`src/twfd_pkg.sv`:
```
`timescale 1ns / 1ps

package twfd_pkg;

    localparam int STORE_DEPTH = 64;
    localparam int ADDR_W      = 6;
    localparam int POS_W       = 6;
    localparam int SUM_W       = 40;
    localparam int WORD_W      = 32;
    localparam int BYTE_W      = 8;
    localparam int COUNT_W     = 16;
    localparam int CFG_IDX_W   = 1;

    localparam logic [WORD_W-1:0] HEADER_RESET = 32'd453;
    localparam logic [WORD_W-1:0] FOOTER_RESET = 32'd761;

    // payload words added without sign extension
    localparam logic [POS_W-1:0] UNSIGNED_POS_A = 6'd24;
    localparam logic [POS_W-1:0] UNSIGNED_POS_B = 6'd25;
    localparam int PAYLOAD_CAP = 55;

    localparam logic [CFG_IDX_W-1:0] REG_HEADER = 1'd0;
    localparam logic [CFG_IDX_W-1:0] REG_FOOTER = 1'd1;

    typedef enum logic [1:0] {
        ERR_NONE     = 2'd0,
        ERR_FOOTER   = 2'd1,
        ERR_CHECKSUM = 2'd2
    } err_code_t;

    typedef enum logic [2:0] {
        ST_IDLE,
        ST_EVAL,
        ST_CHECK,
        ST_STATUS,
        ST_EMIT_RD,
        ST_EMIT_OUT
    } ctl_state_t;

    // controller -> datapath
    typedef struct packed {
        logic capture;      // byte accepted this edge
        logic evaluate;     // act on the byte just captured
        logic check;        // judge the finished frame
        logic emit_read;    // fetch payload word
        logic show_word;    // present payload word
        logic show_status;  // present status item
    } dp_cmd_t;

    // datapath -> controller
    typedef struct packed {
        logic hunting;
        logic frame_end;
        logic frame_bad;
        logic emit_last;
    } dp_status_t;

endpackage

```
`src/twfd_ctrl.sv`:
```
`timescale 1ns / 1ps

module twfd_ctrl (
    input  logic                  clk,
    input  logic                  rst_n,
    input  logic                  start,
    output logic                  busy,
    output twfd_pkg::dp_cmd_t     cmd,
    input  twfd_pkg::dp_status_t  status
);

    twfd_pkg::ctl_state_t state_reg;
    twfd_pkg::ctl_state_t state_next;

    always_ff @(posedge clk or negedge rst_n)
    begin
        if (!rst_n)
        begin
            state_reg <= twfd_pkg::ST_IDLE;
        end
        else
        begin
            state_reg <= state_next;
        end
    end

    always_comb
    begin
        state_next = state_reg;
        cmd        = '0;
        busy       = 1'b1;
        case (state_reg)
            twfd_pkg::ST_IDLE:
            begin
                busy        = 1'b0;
                cmd.capture = start;
                if (start)
                begin
                    state_next = twfd_pkg::ST_EVAL;
                end
            end
            twfd_pkg::ST_EVAL:
            begin
                cmd.evaluate = 1'b1;
                if (!status.hunting && status.frame_end)
                begin
                    state_next = twfd_pkg::ST_CHECK;
                end
                else
                begin
                    state_next = twfd_pkg::ST_IDLE;
                end
            end
            twfd_pkg::ST_CHECK:
            begin
                cmd.check = 1'b1;
                if (status.frame_bad)
                begin
                    state_next = twfd_pkg::ST_STATUS;
                end
                else
                begin
                    state_next = twfd_pkg::ST_EMIT_RD;
                end
            end
            twfd_pkg::ST_STATUS:
            begin
                cmd.show_status = 1'b1;
                state_next      = twfd_pkg::ST_IDLE;
            end
            twfd_pkg::ST_EMIT_RD:
            begin
                cmd.emit_read = 1'b1;
                state_next    = twfd_pkg::ST_EMIT_OUT;
            end
            twfd_pkg::ST_EMIT_OUT:
            begin
                cmd.show_word = 1'b1;
                if (status.emit_last)
                begin
                    state_next = twfd_pkg::ST_IDLE;
                end
                else
                begin
                    state_next = twfd_pkg::ST_EMIT_RD;
                end
            end
            default:
            begin
                state_next = twfd_pkg::ST_IDLE;
            end
        endcase
    end

endmodule

```
`src/twfd_datapath.sv`:
```
`timescale 1ns / 1ps

module twfd_datapath #(
    parameter int FRAME_WORDS = 58
) (
    input  logic                                   clk,
    input  logic                                   rst_n,
    input  twfd_pkg::dp_cmd_t                      cmd,
    output twfd_pkg::dp_status_t                   status,
    input  logic [twfd_pkg::BYTE_W-1:0]            rx_byte,
    input  logic                                   write_enable,
    input  logic [twfd_pkg::CFG_IDX_W-1:0]         write_index,
    input  logic [twfd_pkg::WORD_W-1:0]            write_data,
    output logic                                   strobe,
    output logic [twfd_pkg::POS_W-1:0]             word_index,
    output logic [twfd_pkg::WORD_W-1:0]            word_value,
    output logic                                   frame_ok,
    output logic [1:0]                             error_code,
    output logic                                   last_item,
    output logic [twfd_pkg::COUNT_W-1:0]           good_frames,
    output logic [twfd_pkg::COUNT_W-1:0]           dropped_frames
);

    localparam int POS_W   = twfd_pkg::POS_W;
    localparam int WORD_W  = twfd_pkg::WORD_W;
    localparam int BYTE_W  = twfd_pkg::BYTE_W;
    localparam int SUM_W   = twfd_pkg::SUM_W;
    localparam int COUNT_W = twfd_pkg::COUNT_W;
    localparam int PAYLOAD_RAW   = FRAME_WORDS - 3;
    localparam int PAYLOAD_WORDS = (PAYLOAD_RAW > twfd_pkg::PAYLOAD_CAP)
                                   ? twfd_pkg::PAYLOAD_CAP : PAYLOAD_RAW;
    localparam logic [POS_W-1:0] FOOTER_POS = POS_W'(FRAME_WORDS - 1);
    localparam logic [POS_W-1:0] CHK_POS    = POS_W'(FRAME_WORDS - 2);
    localparam logic [POS_W-1:0] LAST_PAY   = POS_W'(PAYLOAD_WORDS);
    localparam logic [COUNT_W-1:0] COUNT_MAX = '1;

    logic [WORD_W-1:0]  header_reg;
    logic [WORD_W-1:0]  footer_reg;
    logic [WORD_W-1:0]  window_reg;
    logic               hunting_reg;
    logic [1:0]         byte_cnt_reg;
    logic [WORD_W-1:0]  shift_reg;
    logic [POS_W-1:0]   pos_reg;
    logic [SUM_W-1:0]   sum_reg;
    logic [WORD_W-1:0]  chk_word_reg;
    logic               foot_bad_reg;
    twfd_pkg::err_code_t err_reg;
    logic [POS_W-1:0]   emit_k_reg;
    logic [COUNT_W-1:0] good_reg;
    logic [COUNT_W-1:0] drop_reg;

    logic [WORD_W-1:0]  store_mem [twfd_pkg::STORE_DEPTH];
    logic [WORD_W-1:0]  rd_data_reg;

    logic               word_done;
    logic               in_payload;
    logic               unsigned_pos;
    logic [SUM_W-1:0]   addend;
    logic [WORD_W-1:0]  sum_fold;
    logic               sum_bad;

    assign word_done    = !hunting_reg && (byte_cnt_reg == 2'd0);
    assign in_payload   = (pos_reg >= POS_W'(1)) && (pos_reg <= LAST_PAY);
    assign unsigned_pos = (pos_reg == twfd_pkg::UNSIGNED_POS_A)
                       || (pos_reg == twfd_pkg::UNSIGNED_POS_B);
    assign addend       = unsigned_pos ? {{(SUM_W-WORD_W){1'b0}}, shift_reg}
                                       : {{(SUM_W-WORD_W){shift_reg[WORD_W-1]}}, shift_reg};
    // low 31 bits plus the arithmetic high part, modulo 2^32
    assign sum_fold = {1'b0, sum_reg[30:0]}
                    + {{(WORD_W-(SUM_W-31)){sum_reg[SUM_W-1]}}, sum_reg[SUM_W-1:31]};
    assign sum_bad  = (sum_fold != chk_word_reg);

    assign status.hunting   = hunting_reg;
    assign status.frame_end = word_done && (pos_reg == FOOTER_POS);
    assign status.frame_bad = foot_bad_reg || sum_bad;
    assign status.emit_last = (emit_k_reg == LAST_PAY);

    // configuration
    always_ff @(posedge clk or negedge rst_n)
    begin
        if (!rst_n)
        begin
            header_reg <= twfd_pkg::HEADER_RESET;
            footer_reg <= twfd_pkg::FOOTER_RESET;
        end
        else if (write_enable)
        begin
            case (write_index)
                twfd_pkg::REG_HEADER: header_reg <= write_data;
                twfd_pkg::REG_FOOTER: footer_reg <= write_data;
                default: ;
            endcase
        end
    end

    // framing state
    always_ff @(posedge clk or negedge rst_n)
    begin
        if (!rst_n)
        begin
            window_reg   <= '0;
            hunting_reg  <= 1'b1;
            byte_cnt_reg <= '0;
            shift_reg    <= '0;
            pos_reg      <= '0;
            sum_reg      <= '0;
            chk_word_reg <= '0;
            foot_bad_reg <= 1'b0;
            err_reg      <= twfd_pkg::ERR_NONE;
            emit_k_reg   <= '0;
            good_reg     <= '0;
            drop_reg     <= '0;
        end
        else
        begin
            if (cmd.capture)
            begin
                if (hunting_reg)
                begin
                    window_reg <= {rx_byte, window_reg[WORD_W-1:BYTE_W]};
                end
                else
                begin
                    shift_reg    <= {rx_byte, shift_reg[WORD_W-1:BYTE_W]};
                    byte_cnt_reg <= byte_cnt_reg + 2'd1;
                end
            end

            if (cmd.evaluate)
            begin
                if (hunting_reg)
                begin
                    if (window_reg == header_reg)
                    begin
                        hunting_reg  <= 1'b0;
                        pos_reg      <= POS_W'(1);
                        byte_cnt_reg <= '0;
                        shift_reg    <= '0;
                        sum_reg      <= '0;
                    end
                end
                else if (word_done)
                begin
                    if (in_payload)
                    begin
                        sum_reg <= sum_reg + addend;
                    end
                    if (pos_reg == CHK_POS)
                    begin
                        chk_word_reg <= shift_reg;
                    end
                    if (pos_reg == FOOTER_POS)
                    begin
                        foot_bad_reg <= (shift_reg != footer_reg);
                    end
                    else
                    begin
                        pos_reg <= pos_reg + POS_W'(1);
                    end
                end
            end

            if (cmd.check)
            begin
                // footer test wins over checksum
                if (foot_bad_reg)
                begin
                    err_reg <= twfd_pkg::ERR_FOOTER;
                end
                else if (sum_bad)
                begin
                    err_reg <= twfd_pkg::ERR_CHECKSUM;
                end
                else
                begin
                    err_reg <= twfd_pkg::ERR_NONE;
                end
                if (status.frame_bad)
                begin
                    if (drop_reg != COUNT_MAX)
                    begin
                        drop_reg <= drop_reg + COUNT_W'(1);
                    end
                end
                else if (good_reg != COUNT_MAX)
                begin
                    good_reg <= good_reg + COUNT_W'(1);
                end
                hunting_reg  <= 1'b1;
                window_reg   <= '0;
                pos_reg      <= '0;
                byte_cnt_reg <= '0;
                shift_reg    <= '0;
                sum_reg      <= '0;
                emit_k_reg   <= POS_W'(1);
            end

            if (cmd.show_word)
            begin
                emit_k_reg <= emit_k_reg + POS_W'(1);
            end
        end
    end

    // frame store
    always_ff @(posedge clk)
    begin
        if (cmd.evaluate && word_done)
        begin
            store_mem[pos_reg] <= shift_reg;
        end
        if (cmd.emit_read)
        begin
            rd_data_reg <= store_mem[emit_k_reg];
        end
    end

    // result item
    assign strobe         = cmd.show_word || cmd.show_status;
    assign word_index     = cmd.show_word ? emit_k_reg : '0;
    assign word_value     = cmd.show_word ? rd_data_reg : '0;
    assign frame_ok       = cmd.show_word;
    assign error_code     = cmd.show_status ? err_reg : twfd_pkg::ERR_NONE;
    assign last_item      = cmd.show_status || (cmd.show_word && status.emit_last);
    assign good_frames    = good_reg;
    assign dropped_frames = drop_reg;

endmodule

```
`src/telemetry_word_frame_deframer_unit.sv`:
```
`timescale 1ns / 1ps

// Telemetry word-frame deframer. Bytes enter one at a time on start while
// busy is low; each byte passes through a capture state and then an
// evaluate state with busy high, so a new byte is not taken until the
// last one is evaluated. The byte that completes the footer word leads to
// a check state and then the result items: a bad frame gives one status
// item, a good frame gives its P payload words, P = min(FRAME_WORDS-3, 55),
// each read back from the frame store into a register before it is shown.
// Items appear on the result ports for exactly one cycle, flagged by
// strobe; the receiver cannot stall them, so it must take every item.
// Header and footer registers are written through write_enable; the user
// must write them only while the block is idle (the block does not enforce
// this); they take effect at once.

module telemetry_word_frame_deframer_unit #(
    parameter int FRAME_WORDS = 58
) (
    input  logic                                  clk,
    input  logic                                  rst_n,
    // byte input
    input  logic                                  start,
    output logic                                  busy,
    input  logic [twfd_pkg::BYTE_W-1:0]           rx_byte,
    // register writes
    input  logic                                  write_enable,
    input  logic [twfd_pkg::CFG_IDX_W-1:0]        write_index,
    input  logic [twfd_pkg::WORD_W-1:0]           write_data,
    // result items
    output logic                                  strobe,
    output logic [twfd_pkg::POS_W-1:0]            word_index,
    output logic [twfd_pkg::WORD_W-1:0]           word_value,
    output logic                                  frame_ok,
    output logic [1:0]                            error_code,
    output logic                                  last_item,
    output logic [twfd_pkg::COUNT_W-1:0]          good_frames,
    output logic [twfd_pkg::COUNT_W-1:0]          dropped_frames
);

    twfd_pkg::dp_cmd_t    cmd;
    twfd_pkg::dp_status_t status;

    // sequencer: byte capture, word evaluation, frame check and readout
    twfd_ctrl u_ctrl (
        .clk    (clk),
        .rst_n  (rst_n),
        .start  (start),
        .busy   (busy),
        .cmd    (cmd),
        .status (status)
    );

    // hunt window, word assembly, checksum, frame store and counters
    twfd_datapath #(
        .FRAME_WORDS (FRAME_WORDS)
    ) u_datapath (
        .clk            (clk),
        .rst_n          (rst_n),
        .cmd            (cmd),
        .status         (status),
        .rx_byte        (rx_byte),
        .write_enable   (write_enable),
        .write_index    (write_index),
        .write_data     (write_data),
        .strobe         (strobe),
        .word_index     (word_index),
        .word_value     (word_value),
        .frame_ok       (frame_ok),
        .error_code     (error_code),
        .last_item      (last_item),
        .good_frames    (good_frames),
        .dropped_frames (dropped_frames)
    );

endmodule

```
`config.mk`:
```
export PLATFORM = sky130hd
export DESIGN_NAME = telemetry_word_frame_deframer_unit
export DESIGN_NICKNAME = d
export VERILOG_FILES = /design/src/twfd_pkg.sv /design/src/twfd_ctrl.sv /design/src/twfd_datapath.sv /design/src/telemetry_word_frame_deframer_unit.sv
export SDC_FILE = /design/constraint.sdc
export NUM_CORES = 2
export LEC_CHECK = 0
export BUFFER_PORTS_ARGS = -buffer_cell sky130_fd_sc_hd__buf_2
export CAP_MARGIN = 20
export CORE_MARGIN = 2
export CORE_UTILIZATION = 35
export DETAILED_ROUTE_END_ITERATION = 7
export PLACE_DENSITY_LB_ADDON = 0.05
export SETUP_SLACK_MARGIN = 0.3
export SYNTH_ARGS = -nofsm -noshare
export SYNTH_HDL_FRONTEND = slang
export SYNTH_SLANG_ARGS = --single-unit
```
`constraint.sdc`:
```
create_clock -name clk -period 7.75 [get_ports clk]
set_input_delay 1.55 -clock clk [delete_from_list [all_inputs] [get_ports clk]]
set_output_delay 1.55 -clock clk [all_outputs]
set_load 0.05 [all_outputs]
```
==> results.sh <==
export IMPL_layout_min_cycle_time_ps=5130
export IMPL_yosysSeqAreaShare_pct=73.0
export IMPL_max_freq_ghz=0.195
export IMPL_worst_setup_path_startpoint="u_datapath.sum_reg[0]"
export IMPL_synth_top_area_share_pct=66.3
export IMPL_initialDrtViolationCount=4850
export IMPL_syn_inst=4816
export IMPL_cts_setup_buffers=0
export IMPL_synth_largest_area_cell="edfxtp_1"
export IMPL_cts_tree="done"
export IMPL_crit_path_top_delay_cell="or4_4"
export IMPL_cts_sinks=2333
export IMPL_first_global_vias=50400
export IMPL_antenna_found_initial=19
export IMPL_regArea_sq_um=68900
export IMPL_drt_pass1_iter_count=5
export IMPL_ys_warn_count=0
export IMPL_synthesis_area_sq_um=94200
export IMPL_area_growth_pct=15.6
export IMPL_synth_area_leaders="edfxtp_1, mux4_2, dfrtp_1"
export IMPL_run_status="completed"
export IMPL_die_x_um=523
export IMPL_fin_skew_ps=84.1
export IMPL_fin_area_sq_um=109000
export IMPL_max_stage_delay_ps=610
export IMPL_htreeDepth=5
export IMPL_vias_per_cell=5.42
export IMPL_relSlewSlack_pct=19.9
export IMPL_syn_nets=4941
export IMPL_ys_ff_latch=2333
export IMPL_finalHoldViolCount=0
export IMPL_numCtsBuffers=282
export IMPL_setup_worst_path_start_class="flop"
export IMPL_final_nets=5285
export IMPL_synth_edff_count=2080
export IMPL_gp_congestion=0.823
export IMPL_clock_latency_ps=960
export IMPL_ir_drop_mv=0.261
export IMPL_largest_reg_flops=2048
export IMPL_wl_per_cell_um=32.7
export IMPL_postCtsHoldBufs=0
export IMPL_drtAntennaViolNets=0
export IMPL_crit_chain="ha_1 -> fa_1 -> a21o_1 -> a221oi_1 -> nor4_2 -> o21ai_0 -> mux2_2 -> nor4b_1 -> nand4_1 -> or4_4 -> nor3_4 -> buf_4 -> and2_1 -> mux2_1"
export IMPL_grt_pass1_wl_mm=405
export IMPL_synth_common_cells="edfxtp_1, mux4_2, nand2_1, dfrtp_1, a21oi_1"
export IMPL_crit_path_end_kind="flop"
export IMPL_tightest_slew_ps=1200
export IMPL_die_area_sq_um=273000
export IMPL_grt_ovfl_total=0
export IMPL_grt_max_degree=111
export IMPL_crit_arrival_ps=5900
export IMPL_clk_pin_slew_ps=60
export IMPL_synth_flop_cell="edfxtp_1"
export IMPL_power_density_nw_per_um2=283
export IMPL_core_sq_um=268000
export IMPL_clk_path_buf_depth=4
export IMPL_worst_r2r_startpoint="u_datapath.sum_reg[0]"
export IMPL_cts_root_buf="clkbuf_16"
export IMPL_synth_async_sr_flop_share_pct=10.8
export IMPL_postSynthAreaPerCell_sq_um=19.6
export IMPL_final_core_util_pct=40.6
export IMPL_pin_count=121
export IMPL_rsz0062_at_grt="false"
export IMPL_cp_max_fo=27
export IMPL_routed_wl_mm=291
export IMPL_drive_above_1_share_pct=28.1
export IMPL_grt_usage_pct=21.3
export IMPL_dpl_cell_area_sq_um=100000
export IMPL_leakage_uw=0.0351
export IMPL_crit_type="flop to flop"
export IMPL_portBuffers=120
export IMPL_setup_viol=0
export IMPL_drc=0
export IMPL_hpwlAfterDp_mm=169
export IMPL_hp_class="flop to flop"
export IMPL_die_height_um=523
export IMPL_synth_most_common_cell="edfxtp_1"
export IMPL_multi_input_area_sq_um=24900
export IMPL_period_share_pct=66.2
export IMPL_finalMaxSlewViolations=0
export IMPL_tns_ps=0
export IMPL_vias=48300
export IMPL_fill_cells=24000
export IMPL_required_ps=8520
export IMPL_hold_start="u_datapath.dropped_frames[13]"
export IMPL_post_cts_resized=0
export IMPL_synth_distinct_cells=79
export IMPL_cap_violations=0
export IMPL_start_util_pct=35.2
export IMPL_rows=190
[cell usage in the layout, fill, tap and decap left out, types with 14 or more instances in the layout]
cell / count
edfxtp_1: 2080
mux4_2: 596
clkbuf_16: 288
nand2_1: 272
dfrtp_1: 202
a21oi_1: 193
buf_4: 163
mux2_2: 121
buf_2: 119
o21ai_0: 115
xor2_1: 110
mux2i_1: 81
ha_1: 78
nor2_4: 67
clkbuf_1: 67
clkinv_1: 63
xnor2_1: 59
nor2_1: 58
and2_1: 49
nand3_1: 39
nand4_1: 37
a21o_1: 30
clkinv_2: 30
dfrtp_2: 30
and3_1: 28
nor4_1: 26
inv_1: 24
nor3_1: 24
o22ai_1: 21
o221ai_1: 16
nand2b_1: 15
a22oi_1: 14
[routing by layer]
layer  wire length (um)  vias up  track usage, %  share of wire (%)
li1                   -    20400               -                  -
met1             129000    26400            29.9                 44
met2             142000     1229            34.9                 49
met3              14900      328            3.36                5.1
met4               5680        2            4.79                1.9
met5                  7        -               0             0.0024
[final timing paths]
path | end | slack [ps] | depth (start not counted)
max in group asynchronous | u_datapath.footer_reg[18] | 5580 | 2
setup / recovery | u_datapath.good_frames[1] | 2620 | 14
hold reg to reg | u_datapath.dropped_frames[13] | 490 | 1
hold / removal | u_datapath.dropped_frames[13] | 490 | 1
setup reg to reg | u_datapath.good_frames[1] | 2620 | 14
min in group asynchronous | u_datapath.shift_reg[21] | 650 | 1
[power breakdown]
group          internal (uW)  switching, uW  total, uW
Combinational           1110           2660       3770
Clock                   7240           5080      12300
Sequential             14500            302      14800
Total                  22800           8040      30900
[metrics by stage]
step | total power, uW | setup slack (ps) | std cells | hold slack [ps]
2_1_floorplan | 17200 | 3540 | 4816 | 438
3_3_place_gp | 18800 | 2620 | 8425 | 465
3_5_place_dp | 18800 | 2660 | 8427 | 468
4_1_cts | 31200 | 2450 | 8908 | 492
5_1_grt | 32100 | 2240 | 8910 | 509
6_report | 30900 | 2620 | 8922 | 488
[cell families after synthesis]
| logic type | count (synthesis) | share of synthesized area, % |
|---|---|---|
| DFF | 2333 | 73.0 |
| muxes | 800 | 16.6 |
| and+or+nand+nor | 675 | 3.43 |
| AOI/OAI and AO/OA | 499 | 3.24 |
| buffers and inverters | 260 | 1.07 |
| xor gates and xnor gates | 169 | 1.57 |
| adders and majority gates | 80 | 1.08 |
[critical path: cells and delay by family (launching register included)]
family	cells	cell delay [ps]
and+or+nand+nor	6	1770
AOI/OAI and AO/OA	3	1020
muxes	2	710
adders and majority gates	2	660
DFF	1	400
buffers and inverters	1	370
[cell type report]
class	count	area share (%)
well taps	3552	4.08
diodes	13	0.0299
inverters	25	0.0862
clock inverters	120	0.826
multi-input cells	2223	22.9
repair buffers	295	1.89
clock buffers	361	6.93
flip-flops and latches	2333	63.3
Power figures use the tool's default switching activity.
